<file path="config.mk">
export PLATFORM = sky130hd
export DESIGN_NAME = ipr_fifo
export DESIGN_NICKNAME = d
export VERILOG_FILES = /design/src/hw/rtl/ipr_pkg.sv /design/src/hw/rtl/ipr_fifo.sv
export SDC_FILE = /design/constraint.sdc
export NUM_CORES = 1
export LEC_CHECK = 0
export ABC_AREA = 1
export BUFFER_PORTS_ARGS = -buffer_cell sky130_fd_sc_hd__buf_2
export CAP_MARGIN = 0
export CORE_MARGIN = 2
export CORE_UTILIZATION = 40
export DETAILED_ROUTE_END_ITERATION = 8
export GPL_TIMING_DRIVEN = 0
export PLACE_DENSITY_LB_ADDON = 0.12
export SYNTH_ARGS = -nofsm -noshare
export SYNTH_HDL_FRONTEND = slang
export SYNTH_SLANG_ARGS = --single-unit
</file>
<file path="constraint.sdc">
create_clock -name clk -period 3.85 [get_ports clk]
set_input_delay 0.77 -clock clk [delete_from_list [all_inputs] [get_ports clk]]
set_output_delay 0.77 -clock clk [all_outputs]
set_load 0.05 [all_outputs]
</file>
<file path="src/hw/rtl/ipr_pkg.sv">
// shared types and constants for the inverse perspective remap block
package ipr_pkg;

    localparam int COEF_W = 32;
    localparam int COL_W  = 8;
    localparam int ROW_W  = 7;
    localparam int PIX_W  = 8;
    localparam int CFG_IDX_W = 3;
    // products are 32x(8 or 7) bits, sums of three stay within 42 bits
    localparam int ACC_W  = 42;
    localparam int QUOT_W = 12;

    localparam logic [CFG_IDX_W-1:0] REG_XI = 3'd0;
    localparam logic [CFG_IDX_W-1:0] REG_XJ = 3'd1;
    localparam logic [CFG_IDX_W-1:0] REG_XC = 3'd2;
    localparam logic [CFG_IDX_W-1:0] REG_YI = 3'd3;
    localparam logic [CFG_IDX_W-1:0] REG_YJ = 3'd4;
    localparam logic [CFG_IDX_W-1:0] REG_YC = 3'd5;
    localparam logic [CFG_IDX_W-1:0] REG_WI = 3'd6;
    localparam logic [CFG_IDX_W-1:0] REG_WJ = 3'd7;

    localparam logic REQ_LOAD  = 1'b0;
    localparam logic REQ_QUERY = 1'b1;

    typedef struct packed {
        logic             req_type;
        logic [COL_W-1:0] col;
        logic [ROW_W-1:0] row;
        logic [PIX_W-1:0] pixel_in;
    } req_t;

    typedef struct packed {
        logic [PIX_W-1:0] pixel_out;
        logic             in_bounds;
    } rsp_t;

    typedef struct packed {
        logic signed [COEF_W-1:0] xi;
        logic signed [COEF_W-1:0] xj;
        logic signed [COEF_W-1:0] xc;
        logic signed [COEF_W-1:0] yi;
        logic signed [COEF_W-1:0] yj;
        logic signed [COEF_W-1:0] yc;
        logic signed [COEF_W-1:0] wi;
        logic signed [COEF_W-1:0] wj;
    } coef_t;

    // item handed from the front to the back through the queue
    typedef struct packed {
        logic                    is_query;
        logic [COL_W-1:0]        col;
        logic [ROW_W-1:0]        row;
        logic [PIX_W-1:0]        pixel;
    } job_t;

endpackage

</file>
<file path="src/hw/rtl/ipr_fifo.sv">
// short job queue between front and back
module ipr_fifo #(
    parameter int DEPTH = 4
) (
    input  logic          clk,
    input  logic          rst_n,
    input  logic          push,
    input  ipr_pkg::job_t push_data,
    output logic          full,
    input  logic          pop,
    output ipr_pkg::job_t pop_data,
    output logic          empty
);
    import ipr_pkg::*;
    localparam int AW = $clog2(DEPTH);

    job_t          q_reg [DEPTH];
    logic [AW-1:0] wp_reg, rp_reg;
    logic [AW:0]   cnt_reg;

    assign full     = (cnt_reg == (AW+1)'(DEPTH));
    assign empty    = (cnt_reg == '0);
    assign pop_data = q_reg[rp_reg];

    always_ff @(posedge clk or negedge rst_n)
    begin
        if (!rst_n)
        begin
            wp_reg  <= '0;
            rp_reg  <= '0;
            cnt_reg <= '0;
        end
        else
        begin
            if (push)
            begin
                wp_reg <= (wp_reg == AW'(DEPTH-1)) ? '0 : wp_reg + 1'b1;
            end
            if (pop)
            begin
                rp_reg <= (rp_reg == AW'(DEPTH-1)) ? '0 : rp_reg + 1'b1;
            end
            cnt_reg <= cnt_reg + (AW+1)'(push) - (AW+1)'(pop);
        end
    end

    always_ff @(posedge clk)
    begin
        if (push)
        begin
            q_reg[wp_reg] <= push_data;
        end
    end
endmodule

</file>
==> metrics, run 1 <==
status completed; number of antenna violations at the first check in global routing 0; post-synthesis mux area share 0%; Unique masters post-synth 16; TritonCTS clock tree yes; relative slew slack 21.8%; R2R setup slack 1.89 ns; RSZ-0062 raised after global routing no; vias 2824; vias in the first global route 2706; Worst Clk Skew 0.0154 ns; fin crit period 2.67 ns; HP Class input pin to async pin; routed wire length 8.83 mm; synth top area cells edfxtp_1, nand2_1, inv_1; post-DP HPWL 5.45 mm; CTS Hold Bufs 0; share of cells above drive strength 1 16.9%; max-slew violations 0; Synth Area in XOR/XNOR 0%; later-pin clock latency in the skew report 0.36 ns; Max Fclk 375 MHz; via/cell ratio 4.43; R2R cell count 4; Worst Tran Pin Value 1.17 ns; pwr/cell area 778 nW/um2; commonest non-fill, non-tap cell in the layout nand2_1; Max Cap Viol 0; post-route ant nets 0; final setup fails 0; Crit Path Class register to primary output; Largest register FFs 96; Post-CTS Setup Bufs 0; input/output buffers 53; residual DRC count 0; TritonRoute pass-1 iters 7; VDD IR max 354 uV; RR Endpoint q_reg[0][12]; most frequent cells in the layout nand2_1, inv_1, edfxtp_1, buf_2, nand3_1; setup TNS 0 ns; post-synth top area share 64.6%; Root Buffer clkbuf_8; period utilization 69.3%; Mapped Area 4470 um2; Area Growth Syn to Fin 14.3%; Synth Area in Compound Gates 0.448%; core box area 10900 um2; CTS Buf Count 9; first-pass GRT wire length 13.8 mm; CTS Buffer Depth 2; routability cong. 0.705; post-cts sizing count 0; Die Ht 110 um; worst r2r src wp_reg[0]; die area 12000 um2; row count 38; H-Tree Depth 3; Fin. Hold Viols 0; WP data required 3.08 ns; routed length on met3 349 um; met2 WL 4.30 mm; Syn Inst Count 427; global route total overflow 0; Final #Nets 527; leakage 0.00245 uW; Worst EP arrival 1.90 ns; Fill cells 1021; synthesis-stage register bit count 103; Tot GR Track Use 15.8%; Startpoint Class register; clk slew on worst S/H paths 0.10 ns; initial DRC count 88; Avg WL per Cell 13.9 um; largest net degree at the start of global routing 25; total power 3970 uW; Crit. End Element primary output; sequential share of the synthesized area 68.5%; crit-path max FO 10; Die Wd 110 um; main combinational cell family by area after synthesis simple AND/OR/NAND/NOR gates; synth warn 0; M1 WL 4.09 mm; Top Metal Used met4; mean post-synth cell area 10.5 um2; Clock Sink Count 103; Starting Density 41.0%; post-synthesis adder-cell area fraction 2.41%; top cell type by total area after synthesis edfxtp_1; Post-Synth Simple-Gate Area 17.1%; Syn Nets 463; I/O pin count 54
==> report_power, final <==
part           total (uW)  internal [uW]  switching [uW]
sequential           1500           1450            55.7
combinational        1790            426            1360
clock                 681            307             373
total                3970           2180            1790
==> worst max-delay path by stage <==
| stage | startpoint | end | slack [ns] | cells past startpoint |
|---|---|---|---|---|
| floorplan | cnt_reg[1] | empty | 1.59 | 1 |
| finish | rp_reg[1] | pop_data[13] | 1.18 | 5 |
| CTS | rp_reg[1] | pop_data[22] | 1.14 | 5 |
| global route | rp_reg[1] | pop_data[13] | 0.99 | 5 |
| global placement | rp_reg[1] | pop_data[13] | 1.56 | 5 |
| detailed placement | push | q_reg[1][8] | 1.53 | 3 |
==> final cells by class <==
class	instances	area, um2	area share (%)
tap	140	175	3.43
buffer	16	105	2.06
inverter	110	413	8.09
sequential	103	3060	59.9
antenna	1	2.50	0.0490
clock buffer	10	128	2.50
multi-input combinational	198	890	17.4
timing repair buffer	53	265	5.20
clock inverter	6	68.8	1.35
==> logic make-up after synthesis <==
| kind of cell | count (synthesis) |
|---|---|
| flip-flops | 103 |
| AO/OA/AOI/OAI | 4 |
| adder cells (fa/ha/maj) | 8 |
| buffers and inverters | 126 |
| AND/OR/NAND/NOR | 186 |
==> cells in the mapped netlist, drive strengths merged <==
library cell	instances
nor2	2
ha	7
nand2	133
inv	110
nor3	2
edfxtp	96
clkbuf	1
dfrtp	7
buf	15
fa	1
o21ai	4
nand3	49
==> layer usage <==
layer | GRT usage [%] | vias to the layer above
met2 | 27.6 | 53
met4 | 3.53 | 0
met5 | 0 | -
li1 | - | 1446
met3 | 3.50 | 9
met1 | 20.0 | 1316
==> stage by stage <==
step	area (um2)	utilization, %	hold slack [ns]	setup WS, ns	cells
after floorplan	4470	-	0.474	1.59	427
after global placement	4910	45.1	0.498	1.56	620
after detailed placement	4910	45.1	0.538	1.53	620
after CTS	5100	46.9	0.223	1.14	636
after global routing	5100	46.9	0.221	0.991	636
final	5100	46.9	0.229	1.18	637
==> critical path, stage by stage (launching register included) <==
cell and delay [ns]:
dfrtp_1 0.35, buf_2 0.21, clkbuf_1 0.47, nand3_1 0.13
nand2_1 0.12, buf_2 0.27
Power figures use the tool's default switching activity.
==> run 2, diff against run 1 <==
==> constraint.sdc (replaced) <==
create_clock -name clk -period 2.5 [get_ports clk]
set_input_delay 0.5 -clock clk [delete_from_list [all_inputs] [get_ports clk]]
set_output_delay 0.5 -clock clk [all_outputs]
set_load 0.05 [all_outputs]
==> run 2 against run 1 <==
Clock skew fell by 0.0012 ns. Cell count up 0.16%. Sequential power grew 54%. Global-route usage barely moved. Register-to-register slack worse by 1.3 ns. First-iteration DRC count grew 6.8%. Critical path type unchanged. Largest cell class unchanged. Largest power group unchanged. Highest routed layer unchanged.
==> metrics, run 2 (synthesis gave the netlist of run 1 again) <==
max-slew violations 0 (unchanged); CP top delay family buffers and inverters; Startpoint Class register; pwr/cell area 1200 nW/um2 (+54%); post-DP HPWL 5.45 mm (unchanged); final setup fails 0 (unchanged); clk slew on worst S/H paths 0.10 ns (about the same); crit-path max FO 10 (unchanged); slowest CP cell dfrtp_1; first-pass GRT wire length 13.8 mm (+0.20%); most frequent cells in the layout nand2_1, inv_1, edfxtp_1, buf_2, nand3_1; Crit Path Class register to primary output; I/O pin count 54 (unchanged); Starting Density 41.0% (unchanged); global route total overflow 0 (unchanged); CTS Buf Count 9 (unchanged); residual DRC count 0 (unchanged); routability cong. 0.705 (unchanged); relative slew slack 23.0% (+1.2 points); CTS Buffer Depth 2 (unchanged); largest net degree at the start of global routing 25 (unchanged); row count 38 (unchanged); period utilization 93.9%; post-route ant nets 0 (unchanged); TritonCTS clock tree yes; VDD IR max 545 uV (+54%); Clock Sink Count 103 (unchanged); Worst Clk Skew 0.0142 ns (-0.00120 ns); Root Buffer clkbuf_8; Worst Tran Pin Value 1.15 ns (-0.0180 ns); status completed; RSZ-0062 raised after global routing no; buffers and inverters on the worst path 4 (+1); Die Wd 110 um (unchanged); vias 2818 (-0.21%); via/cell ratio 4.42 (-0.37%); worst-path cell chain buf_2 > inv_1 > buf_4 > nand3_1 > nand2_1 > buf_2; WP data required 2.00 ns (-1.08 ns); Avg WL per Cell 13.9 um (about the same); routed wire length 8.84 mm (+0.11%); Die Ht 110 um (unchanged); Tot GR Track Use 15.8% (+0.025 points); number of antenna violations at the first check in global routing 0 (unchanged); input/output buffers 53 (unchanged); Crit. End Element primary output; HP Class input pin to register; die area 12000 um2 (unchanged); CP max stage delay 0.38 ns (-0.09 ns); Max Cap Viol 0 (unchanged); most frequent CP cell buf_2; later-pin clock latency in the skew report 0.36 ns (about the same); Final #Nets 528 (+0.19%); TritonRoute pass-1 iters 7 (unchanged); Max Fclk 426 MHz; leakage 0.00246 uW (+0.30%); initial DRC count 94 (+6.8%); share of cells above drive strength 1 17.1% (+0.17 points); Worst EP arrival 1.85 ns (-0.05 ns); Fin. Hold Viols 0 (unchanged); fin crit period 2.35 ns; setup TNS 0 ns (unchanged); core box area 10900 um2 (unchanged); Area Growth Syn to Fin 14.6%; vias in the first global route 2711 (+0.18%); commonest non-fill, non-tap cell in the layout nand2_1; H-Tree Depth 3 (unchanged); Core Util, Final 47.0% (+0.10 points); Largest register FFs 96 (unchanged)
## run 2: report_power, final
part,internal [uW],switching (uW),total (uW)
combinational,659,2100,2760
sequential,2230,85.8,2310
clock,473,575,1050
total,3360,2760,6120
## run 2: through the flow
step / setup WS, ns / instance area (um2) / cells / total power [uW] / hold slack [ns]
6_report: 0.153 / 5120 / 638 / 6120 / 0.347
5_1_grt: 0.0202 / 5110 / 637 / 6530 / 0.335
4_1_cts: 0.0595 / 5110 / 637 / 6210 / 0.329
3_5_place_dp: 0.446 / 4910 / 620 / 5170 / 0.357
3_3_place_gp: 0.479 / 4910 / 620 / 5110 / 0.351
2_1_floorplan: 0.514 / 4470 / 427 / 4410 / 0.204
## run 2: worst paths after layout
kind                                   start      endpoint  slack [ns]  cells after the start
worst max-delay path               rp_reg[1]  pop_data[13]        0.15                      6
worst min-delay path            push_data[1]   q_reg[2][1]        0.35                      1
worst max register to register     wp_reg[0]  q_reg[0][12]        0.55                      4
worst min register to register    cnt_reg[1]    cnt_reg[2]        0.55                      2
max in group asynchronous              rst_n     rp_reg[0]        1.82                      2
min in group asynchronous              rst_n     wp_reg[1]        0.50                      2
## run 2: repair_timing
item                                    CTS  global route
endpoints found under the setup margin    0            10
hold buffers                              1             0
buffers inserted                          0             0
hold endpoints to repair                  7             0
resized for setup                         0             2
## run 2: layout make-up
class / instances / area (um2)
Clock inverter: 6 / 68.8
Buffer: 16 / 106
Antenna cell: 1 / 2.50
Inverter: 110 / 413
Clock buffer: 10 / 128
Multi-Input combinational cell: 198 / 890
Tap cell: 140 / 175
Sequential cell: 103 / 3060
Timing Repair Buffer: 54 / 275
Fill cell: 1021 / 5770
## run 2: worst register-to-register path: cells and delay by family, from the launching register on
kind,cells,cell delay [ns]
buffers and inverters,2,0.95
adder cells (fa/ha/maj),1,0.15
AND/OR/NAND/NOR,1,0.04
flip-flops,1,0.42
## run 2: routing by layer
layer,vias to the layer above,global-route usage [%],share of wire (%)
met2,53,27.6,49
met5,-,0,0
met1,1309,20.1,46
li1,1449,-,-
met4,0,3.53,0.91
met3,7,3.50,3.9
